<file path="config.mk">
export PLATFORM = sky130hd
export DESIGN_NAME = miss_rate_hysteresis_spill_control_unit
export DESIGN_NICKNAME = d
export VERILOG_FILES = /design/src/rtl/mrhsc_pkg.sv /design/src/rtl/mrhsc_sersub.sv /design/src/rtl/mrhsc_ratio.sv /design/src/rtl/miss_rate_hysteresis_spill_control_unit.sv
export SDC_FILE = /design/constraint.sdc
export NUM_CORES = 2
export LEC_CHECK = 0
export ABC_AREA = 1
export BUFFER_PORTS_ARGS = -buffer_cell sky130_fd_sc_hd__buf_2
export CAP_MARGIN = 20
export CORE_MARGIN = 5
export CORE_UTILIZATION = 55
export CTS_CLUSTER_SIZE = 8
export DETAILED_ROUTE_END_ITERATION = 10
export GPL_TIMING_DRIVEN = 0
export PLACE_DENSITY = 0.75
export SLEW_MARGIN = 20
export SYNTH_ARGS = -nofsm -noshare
export SYNTH_HDL_FRONTEND = slang
export SYNTH_SLANG_ARGS = --single-unit
</file>
<file path="constraint.sdc">
create_clock -name clk -period 11.2 [get_ports clk]
set_input_delay 2.24 -clock clk [delete_from_list [all_inputs] [get_ports clk]]
set_output_delay 2.24 -clock clk [all_outputs]
set_load 0.01 [all_outputs]
</file>
<file path="src/rtl/mrhsc_pkg.sv">
`timescale 1ns / 1ps

package mrhsc_pkg;

	// Width of the counter input ports.
	localparam int FIELD_BITS = 48;

	// Rate arithmetic in parts per million.
	localparam int PPM_BITS = 20;
	localparam int QUOT_BITS = PPM_BITS + 1;
	localparam logic [PPM_BITS-1:0] PPM_SCALE = 20'd1000000;

	// Request kinds.
	localparam logic FUNC_SAMPLE = 1'b0;
	localparam logic FUNC_DECIDE = 1'b1;

	// Configuration register indexes.
	localparam int CFG_INDEX_BITS = 2;
	localparam logic [CFG_INDEX_BITS-1:0] REG_FORCE_SPILL = 2'd0;
	localparam logic [CFG_INDEX_BITS-1:0] REG_WATERMARK = 2'd1;
	localparam logic [CFG_INDEX_BITS-1:0] REG_MISS_HI = 2'd2;
	localparam logic [CFG_INDEX_BITS-1:0] REG_MISS_LO = 2'd3;

	// Configuration reset values.
	localparam logic [15:0] WATERMARK_RESET = 16'd256;
	localparam logic [PPM_BITS-1:0] MISS_HI_RESET = 20'd50000;
	localparam logic [PPM_BITS-1:0] MISS_LO_RESET = 20'd20000;

	// Result of one rate computation. The value is the floor of the scaled
	// ratio, frac flags a nonzero remainder, and sat marks a ratio of two
	// or more.
	typedef struct packed {
		logic [QUOT_BITS-1:0] ppm;
		logic                 frac;
		logic                 sat;
	} ratio_res_t;

endpackage

</file>
<file path="src/rtl/mrhsc_sersub.sv">
`timescale 1ns / 1ps

// Bit-serial subtractor. After load, each shift consumes the low bit of both
// operands and feeds the difference bit in at the top, so after W shifts the
// operand register holds a - b modulo 2^W.
module mrhsc_sersub #(
	parameter int W = 48
) (
	input  logic         clk,
	input  logic         arst_n,
	input  logic         load,
	input  logic         shift,
	input  logic [W-1:0] a,
	input  logic [W-1:0] b,
	output logic [W-1:0] diff
);

	logic [W-1:0] a_q;
	logic [W-1:0] b_q;
	logic         borrow_q;
	logic         d_bit;
	logic         borrow_next;

	// One-bit full subtractor.
	assign d_bit = a_q[0] ^ b_q[0] ^ borrow_q;
	assign borrow_next = (~a_q[0] & (b_q[0] | borrow_q)) | (b_q[0] & borrow_q);

	// The borrow chain starts clear for every new operand pair.
	always_ff @(posedge clk or negedge arst_n) begin
		if (!arst_n) begin
			borrow_q <= 1'b0;
		end else if (load) begin
			borrow_q <= 1'b0;
		end else if (shift) begin
			borrow_q <= borrow_next;
		end
	end

	// Operand shift registers.
	always_ff @(posedge clk) begin
		if (load) begin
			a_q <= a;
			b_q <= b;
		end else if (shift) begin
			a_q <= {d_bit, a_q[W-1:1]};
			b_q <= {1'b0, b_q[W-1:1]};
		end
	end

	assign diff = a_q;

endmodule

</file>
<file path="src/rtl/mrhsc_ratio.sv">
`timescale 1ns / 1ps

// Scaled ratio unit: floor(dm * 1e6 / dl) with remainder flag, one bit of
// the scale per step. Each doubling step and each step that adds the
// fractional numerator is one modular add against dl.
module mrhsc_ratio
	import mrhsc_pkg::*;
#(
	parameter int W = 48
) (
	input  logic         clk,
	input  logic         arst_n,
	input  logic         start,
	input  logic [W-1:0] dm,
	input  logic [W-1:0] dl,
	output logic         done,
	output ratio_res_t   res
);

	localparam int IW = $clog2(PPM_BITS);

	typedef enum logic [2:0] {
		R_IDLE,
		R_CHK,
		R_WHOLE,
		R_DBL,
		R_ADD,
		R_FIN
	} rstate_t;

	rstate_t             state_q;
	logic [W-1:0]        dm_q;
	logic [W-1:0]        dl_q;
	logic [W-1:0]        num_q;
	logic [W-1:0]        r_q;
	logic [PPM_BITS-1:0] q_q;
	logic [IW-1:0]       i_q;
	logic                whole_q;
	logic                done_q;
	ratio_res_t          res_q;
	logic [W:0]          step;

	// Returns (r + x) mod d with the wrap flag on top; r and x are below d.
	function automatic logic [W:0] mod_add(input logic [W-1:0] r,
			input logic [W-1:0] x, input logic [W-1:0] d);
		logic [W:0] s;
		logic [W:0] t;
		logic       ge;
		s = {1'b0, r} + {1'b0, x};
		t = s - {1'b0, d};
		ge = (s >= {1'b0, d});
		return ge ? {1'b1, t[W-1:0]} : {1'b0, s[W-1:0]};
	endfunction

	// The doubling step adds the remainder to itself, the other step adds
	// the fractional numerator.
	always_comb begin
		step = mod_add(r_q, (state_q == R_ADD) ? num_q : r_q, dl_q);
	end

	// Sequencer with its working registers and registered result.
	always_ff @(posedge clk or negedge arst_n) begin
		if (!arst_n) begin
			state_q <= R_IDLE;
			dm_q <= '0;
			dl_q <= '0;
			num_q <= '0;
			r_q <= '0;
			q_q <= '0;
			i_q <= '0;
			whole_q <= 1'b0;
			done_q <= 1'b0;
			res_q <= '0;
		end else begin
			done_q <= 1'b0;
			case (state_q)
				R_IDLE: begin
					if (start) begin
						dm_q <= dm;
						dl_q <= dl;
						state_q <= R_CHK;
					end
				end
				R_CHK: begin
					if (dl_q == '0) begin
						// No loads: the rate is zero with no remainder.
						res_q <= '0;
						done_q <= 1'b1;
						state_q <= R_IDLE;
					end else if ({1'b0, dm_q} >= {dl_q, 1'b0}) begin
						// Ratio of two or more lies above every threshold.
						res_q.ppm <= '0;
						res_q.frac <= 1'b0;
						res_q.sat <= 1'b1;
						done_q <= 1'b1;
						state_q <= R_IDLE;
					end else begin
						whole_q <= (dm_q >= dl_q);
						state_q <= R_WHOLE;
					end
				end
				R_WHOLE: begin
					num_q <= whole_q ? (dm_q - dl_q) : dm_q;
					r_q <= '0;
					q_q <= '0;
					i_q <= IW'(PPM_BITS - 1);
					state_q <= R_DBL;
				end
				R_DBL: begin
					r_q <= step[W-1:0];
					q_q <= {q_q[PPM_BITS-2:0], step[W]};
					if (PPM_SCALE[i_q]) begin
						state_q <= R_ADD;
					end else if (i_q == '0) begin
						state_q <= R_FIN;
					end else begin
						i_q <= i_q - 1'b1;
					end
				end
				R_ADD: begin
					r_q <= step[W-1:0];
					q_q <= q_q + PPM_BITS'(step[W]);
					if (i_q == '0) begin
						state_q <= R_FIN;
					end else begin
						i_q <= i_q - 1'b1;
						state_q <= R_DBL;
					end
				end
				R_FIN: begin
					res_q.ppm <= whole_q ? ({1'b0, q_q} + {1'b0, PPM_SCALE}) : {1'b0, q_q};
					res_q.frac <= (r_q != '0);
					res_q.sat <= 1'b0;
					done_q <= 1'b1;
					state_q <= R_IDLE;
				end
				default: begin
					state_q <= R_IDLE;
				end
			endcase
		end
	end

	assign done = done_q;
	assign res = res_q;

endmodule

</file>
<file path="src/rtl/miss_rate_hysteresis_spill_control_unit.sv">
`timescale 1ns / 1ps
// A decision request goes straight to the completion state, and a new request is taken
// only once the previous result has been written. A counter sample first runs the serial
// deltas, one counter bit per cycle, then the ratio unit (20 doubling steps, 7 add steps,
// plus its setup and finish steps) and a handoff to the completion state. A zero load
// delta or a ratio of two or more skips the doubling and add steps; output stalls hold the
// completion state. Reset is asynchronous, active low.

module miss_rate_hysteresis_spill_control_unit
	import mrhsc_pkg::*;
#(
	parameter int COUNTER_BITS = 48
) (
	input  logic                      clk,
	input  logic                      arst_n,
	input  logic                      cfg_we,
	input  logic [CFG_INDEX_BITS-1:0] cfg_index,
	input  logic [PPM_BITS-1:0]       cfg_data,
	input  logic                      in_valid,
	output logic                      in_stall,
	input  logic                      func,
	input  logic [FIELD_BITS-1:0]     miss_count,
	input  logic [FIELD_BITS-1:0]     load_count,
	input  logic [15:0]               free_buffers,
	output logic                      out_valid,
	input  logic                      out_stall,
	output logic                      spill,
	output logic                      spill_active,
	output logic [PPM_BITS-1:0]       miss_ppm
);

	localparam int W = COUNTER_BITS;
	localparam int CW = $clog2(W);

	typedef enum logic [2:0] {
		ST_IDLE,
		ST_DELTA,
		ST_RSTART,
		ST_RWAIT,
		ST_DONE
	} state_t;

	state_t              state_q;
	logic [CW-1:0]       cnt_q;
	logic                out_valid_q;
	logic                spill_q;
	logic                active_flag_q;
	logic [PPM_BITS-1:0] rate_ppm_q;
	logic                func_q;
	logic [15:0]         fb_q;
	logic [W-1:0]        prev_misses_q;
	logic [W-1:0]        prev_loads_q;

	logic                force_spill_q;
	logic [15:0]         spill_watermark_q;
	logic [PPM_BITS-1:0] miss_hi_ppm_q;
	logic [PPM_BITS-1:0] miss_lo_ppm_q;

	logic                in_accept;
	logic                sample_load;
	logic [W-1:0]        cm;
	logic [W-1:0]        cl;
	logic [W-1:0]        dm;
	logic [W-1:0]        dl;
	logic                ratio_done;
	ratio_res_t          ratio_res;
	logic                gt_hi;
	logic                lt_lo;
	logic                flag_next;
	logic [PPM_BITS-1:0] rate_next;
	logic                decide;
	logic                out_free;

	// Configuration registers.
	always_ff @(posedge clk or negedge arst_n) begin
		if (!arst_n) begin
			force_spill_q <= 1'b0;
			spill_watermark_q <= WATERMARK_RESET;
			miss_hi_ppm_q <= MISS_HI_RESET;
			miss_lo_ppm_q <= MISS_LO_RESET;
		end else if (cfg_we) begin
			case (cfg_index)
				REG_FORCE_SPILL: force_spill_q <= cfg_data[0];
				REG_WATERMARK:   spill_watermark_q <= cfg_data[15:0];
				REG_MISS_HI:     miss_hi_ppm_q <= cfg_data;
				REG_MISS_LO:     miss_lo_ppm_q <= cfg_data;
				default: begin
				end
			endcase
		end
	end

	// Request handshake and counter inputs trimmed to the counter width.
	assign in_stall = (state_q != ST_IDLE);
	assign in_accept = in_valid && !in_stall;
	assign sample_load = in_accept && (func == FUNC_SAMPLE);
	assign cm = W'(miss_count);
	assign cl = W'(load_count);

	// Serial deltas against the previous sample.
	mrhsc_sersub #(.W(W)) u_miss_delta (
		.clk    (clk),
		.arst_n (arst_n),
		.load   (sample_load),
		.shift  (state_q == ST_DELTA),
		.a      (cm),
		.b      (prev_misses_q),
		.diff   (dm)
	);

	mrhsc_sersub #(.W(W)) u_load_delta (
		.clk    (clk),
		.arst_n (arst_n),
		.load   (sample_load),
		.shift  (state_q == ST_DELTA),
		.a      (cl),
		.b      (prev_loads_q),
		.diff   (dl)
	);

	// Scaled miss ratio.
	mrhsc_ratio #(.W(W)) u_ratio (
		.clk    (clk),
		.arst_n (arst_n),
		.start  (state_q == ST_RSTART),
		.dm     (dm),
		.dl     (dl),
		.done   (ratio_done),
		.res    (ratio_res)
	);

	// Hysteresis decision on the exact rate and the saturated report value.
	always_comb begin
		gt_hi = ratio_res.sat || (ratio_res.ppm > {1'b0, miss_hi_ppm_q}) ||
			((ratio_res.ppm == {1'b0, miss_hi_ppm_q}) && ratio_res.frac);
		lt_lo = !ratio_res.sat && (ratio_res.ppm < {1'b0, miss_lo_ppm_q});
		flag_next = active_flag_q ? !lt_lo : gt_hi;
		if (ratio_res.sat || (ratio_res.ppm > {1'b0, PPM_SCALE})) begin
			rate_next = PPM_SCALE;
		end else begin
			rate_next = ratio_res.ppm[PPM_BITS-1:0];
		end
		decide = force_spill_q || active_flag_q || (fb_q < spill_watermark_q);
	end

	assign out_free = !out_valid_q || !out_stall;

	// Sequencer, rate state and result register.
	always_ff @(posedge clk or negedge arst_n) begin
		if (!arst_n) begin
			state_q <= ST_IDLE;
			cnt_q <= '0;
			out_valid_q <= 1'b0;
			spill_q <= 1'b0;
			active_flag_q <= 1'b0;
			rate_ppm_q <= '0;
			func_q <= FUNC_SAMPLE;
			fb_q <= '0;
			prev_misses_q <= '0;
			prev_loads_q <= '0;
		end else begin
			// A taken result clears unless the completion state loads the next one.
			if (out_valid_q && !out_stall && (state_q != ST_DONE)) begin
				out_valid_q <= 1'b0;
			end
			case (state_q)
				ST_IDLE: begin
					if (in_accept) begin
						func_q <= func;
						fb_q <= free_buffers;
						if (func == FUNC_SAMPLE) begin
							prev_misses_q <= cm;
							prev_loads_q <= cl;
							cnt_q <= CW'(W - 1);
							state_q <= ST_DELTA;
						end else begin
							state_q <= ST_DONE;
						end
					end
				end
				ST_DELTA: begin
					cnt_q <= cnt_q - 1'b1;
					if (cnt_q == '0) begin
						state_q <= ST_RSTART;
					end
				end
				ST_RSTART: begin
					state_q <= ST_RWAIT;
				end
				ST_RWAIT: begin
					if (ratio_done) begin
						state_q <= ST_DONE;
					end
				end
				ST_DONE: begin
					// Wait until the result register is free.
					if (out_free) begin
						out_valid_q <= 1'b1;
						if (func_q == FUNC_DECIDE) begin
							spill_q <= decide;
						end else begin
							spill_q <= 1'b0;
							active_flag_q <= flag_next;
							rate_ppm_q <= rate_next;
						end
						state_q <= ST_IDLE;
					end
				end
				default: begin
					state_q <= ST_IDLE;
				end
			endcase
		end
	end

	// The flag and rate change only when a result is written, so they serve
	// directly as the result fields.
	assign out_valid = out_valid_q;
	assign spill = spill_q;
	assign spill_active = active_flag_q;
	assign miss_ppm = rate_ppm_q;

	// The ratio unit finishes only while the sequencer waits for it.
	a_ratio_done_in_wait: assert property (@(posedge clk) disable iff (!arst_n)
		ratio_done |-> (state_q == ST_RWAIT))
		else $error("ratio unit finished outside the wait state");

	// A reported rate never exceeds the full scale.
	a_rate_in_range: assert property (@(posedge clk) disable iff (!arst_n)
		out_valid |-> (miss_ppm <= PPM_SCALE))
		else $error("miss rate above full scale");

	// The hysteresis flag moves only when a sample completes.
	a_flag_on_sample: assert property (@(posedge clk) disable iff (!arst_n)
		(spill_active != $past(spill_active)) |->
			($past(state_q == ST_DONE) && $past(func_q == FUNC_SAMPLE)))
		else $error("spill flag changed outside a sample completion");

	// A new result appears only out of the completion state.
	a_result_from_done: assert property (@(posedge clk) disable iff (!arst_n)
		$rose(out_valid) |-> $past(state_q == ST_DONE))
		else $error("result raised outside the completion state");

endmodule
</file>
==> summary.txt <==
Power and ir drop
  – Power Total: between 5 and 6 mW
  – Peak supply drop: between 150 and 200 uV
  – LEAKAGE: 26.0 nW
  – Power Dens Cells: 112 mW/mm^2

Global route
  – GRT busiest layer: met2
  – Met3 Use GR: about 7.3%
  – GR Layer Usage met2: 58.5%
  – Grt ovf: 0
  – Initial antenna violation count: 8
  – Largest net degree at the start of global routing: 103
  – First-pass GRT wire length: 232000 microns
  – GR Util met1: 46.5%
  – Vias in the first global route: between 30000 and 40000
  – All-Layer GR Usage: 37.0%

Min path
  – Type of the most critical hold path: reg2reg
  – Min-Delay Startpoint: fb_q[0]$_DFFE_PN0P_

Job
  – Max Cap Viol: 0

Routing
  – Drt first pass iters: 7
  – Residual DRC: 0
  – DR WL/cell: roughly 21 microns
  – Via density per instance: 5.50
  – Final Routed Wirelength: 157000 microns
  – First DRT Iteration DRCs: 3611
  – DRT antenna net count: 0
  – Via total after detailed routing: 41500

Placed design
  – # port buffers: 163
  – Gpl congestion: 0.987
  – Placed cell count: 7366
  – Cell Area, Placed: around 0.045 sq mm
  – Setup WS pre-CTS: 2.64 ns
  – Final HPWL DP: 126000 microns

Worst setup path
  – Crit path from: u_ratio.state_q[1]$_DFFE_PN0P_
  – Slowest Stage Delay on Critical Path: 0.54 ns
  – Crit-path max FO: 10
  – CP Launch Type: register
  – Most frequent CP cell: nand2_1
  – Reg-to-reg setup timing slack: 2.31 ns
  – Critical path class: reg2reg
  – Slowest CP cell: clkbuf_1
  – Reg-to-reg startpoint: u_ratio.state_q[1]$_DFFE_PN0P_
  – Buf/Inv on CP: 7
  – Crit path DAT: 9.38 ns
  – Critical Path RT: 11.69 ns
  – Endpoint class of the critical path: register
  – Largest delay share family, worst path: simple AND/OR/NAND/NOR gates

Yosys
  – Adder-Cell Fraction of Synth Area: 7.61%
  – Commonest cells in the netlist: nand2_1, inv_1, o21ai_0, dfrtp_1, nor2_1
  – Fraction of registers with async set/reset: 70.0%
  – Simple-gate share of the synthesized area: 28.6%
  – Largest area contributor in the netlist: dfrtp_1
  – Xor/xnor share of the synthesized area: between 1 and 1.5%
  – Compound-Gate Fraction of Synth Area: 11.1%
  – Share of the synthesized area in the top cell type: approximately 25%
  – Top FF cell, synth: dfrtp_1
  – Post-Syn Area: 0.0429 sq mm
  – Cells after synthesis: 6158
  – Syn Nets: 6556
  – Mux contribution to synthesized area: 0%
  – Sequential share of the synthesized area: 39.6%
  – Ranking of synthesized cells by area: dfrtp_1, nand2_1, edfxtp_1
  – EDFF count, synth: 192
  – Syn avg cell area: around 7 sq um
  – Syn. warnings: 0
  – Main combinational cell family by area after synthesis: simple AND/OR/NAND/NOR gates
  – Distinct cells, synth: 52
  – FF+latch count, synth: 641
  – Most frequent cell after synthesis: nand2_1

Die
  – Die area: 0.0837 sq mm
  – Die height: 289 microns
  – Horiz. Die Dim: 289 microns
  – Initial Util: 55.4%
  – Core Rows: 102
  – Total core area: 0.0775 sq mm
  – Ports: 164

Clock network
  – Htree depth: 3
  – Hold buffer count at cts: 0
  – Clock Path Buffers: 3
  – Worst skew pair latency: 0.70 ns
  – Post-CTS setup buffers: 0
  – Clock Sinks: between 600 and 700
  – Worst-path clk slew: around 0.06 ns
  – Num CTS Buffers: 92
  – Post-cts gate resize count: 0
  – Root Buffer: clkbuf_16
  – CTS tree: built

Finish
  – Fin nets: 6819
  – Cell area after layout: 0.0481 sq mm
  – Fin util: 62.0%
  – Fin cells: 7542
  – Syn-to-layout area delta: 12.0%
  – Share of cells above drive strength 1: 6.10%
  – # fillers: 7167

STA
  – Fin crit period: 8.89 ns
  – Layout Skew: 0.113 ns
  – Setup TNS: 0 ns
  – Fin. Hold Viols: 0
  – Final setup vio count: 0
  – Worst Hold Slack: roughly 0.48 ns
  – Fmax: 113 MHz
  – Max Slew Vio Count: 0
  – RSZ-0062 raised after global routing: false
  – Final WS setup: 2.31 ns
  – Slew Limit Headroom: between 30% and 40%
  – Final critical-path share of the clock period: 79.4%
  – Tightest Pin Transition: just over 1 ns

Run status
  – Outcome: finished, final reports clean
logic make-up after synthesis:
| logic type | Yosys count |
|---|---|
| DFF | 641 |
| xor gates and xnor gates | 73 |
| adders and majority gates | 258 |
| AOI/OAI and AO/OA | 913 |
| and+or+nand+nor | 2990 |
| buffers and inverters | 1283 |
tightest hold or removal path, delay by kind of cell, from the launching register on:
kind | cells | cell delay (ns)
AND/OR/NAND/NOR | 2 | 0.10
flip-flops | 1 | 0.35
cells in the final DEF (no fill, tap or decap), types with 13 or more instances in the layout:
cell | netlist | final
edfxtp_1 | 192 | 192
o21ai_0 | 612 | 612
xnor2_1 | 26 | 26
inv_2 | 13 | 13
clkbuf_1 | 114 | 174
nor4_1 | 22 | 22
inv_1 | 1107 | 1106
nand3_1 | 274 | 274
clkbuf_16 | 0 | 92
o21ai_1 | 26 | 26
a21oi_1 | 200 | 200
buf_4 | 18 | 18
ha_1 | 253 | 253
nor2_1 | 343 | 343
nand3b_1 | 25 | 25
xor2_1 | 47 | 47
nor3_1 | 54 | 54
buf_2 | 14 | 177
nand4_1 | 94 | 94
nand3_2 | 23 | 23
dfrtp_1 | 437 | 437
nand2_1 | 2116 | 2116
final timing paths:
check / endpoint / cells past startpoint
min: fb_q[0]$_DFFE_PN0P_ / 2
min reg2reg: fb_q[0]$_DFFE_PN0P_ / 2
max in group asynchronous: u_ratio.r_q[45]$_DFFE_PN0P_ / 4
max reg2reg: u_ratio.q_q[16]$_DFFE_PN0P_ / 41
min in group asynchronous: prev_loads_q[34]$_DFFE_PN0P_ / 1
max: u_ratio.q_q[16]$_DFFE_PN0P_ / 41
layout make-up:
type / count / area (sq um) / area share (%)
sequential: 641 / 17000 / 35.4
tap: 1040 / 1300 / 2.71
timing repair buffer: 169 / 975 / 2.03
inverter: 1123 / 4220 / 8.79
clock buffer: 154 / 2540 / 5.29
buffer: 160 / 726 / 1.51
antenna: 9 / 22.5 / 0.0469
clock inverter: 12 / 288 / 0.599
multi-input combinational: 4234 / 21000 / 43.6
sequential cells by signal, indices dropped and copies added, names as in the netlist, 5 cells and up:
signal	cells
u_ratio.dm_q	48
u_ratio.q_q	20
miss_lo_ppm_q	20
spill_watermark_q	16
u_load_delta.diff	48
cnt_q	6
prev_misses_q	48
u_load_delta.b_q	48
u_ratio.dl_q	48
u_ratio.num_q	48
u_miss_delta.b_q	48
u_ratio.i_q	5
u_ratio.res	23
u_miss_delta.diff	48
miss_hi_ppm_q	20
miss_ppm	20
u_ratio.r_q	48
fb_q	16
prev_loads_q	48
report_power, final:
group          internal [mW]  switching [mW]  leakage (nW)  total, mW
sequential              2.47          0.0281          7.42       2.49
combinational         0.0710           0.125          17.3      0.196
clock                   1.60            1.08          1.33       2.68
layer usage:
metal / wire length [microns] / up-vias / part of all wire [%]
met3: 12800 / 421 / 8.1
met1: 62100 / 19200 / 40
li1: - / 20000 / -
met4: 11900 / 6 / 7.6
met5: 87 / - / 0.056
met2: 69700 / 1824 / 45
Note: power is estimated with default switching activity, not from simulation.
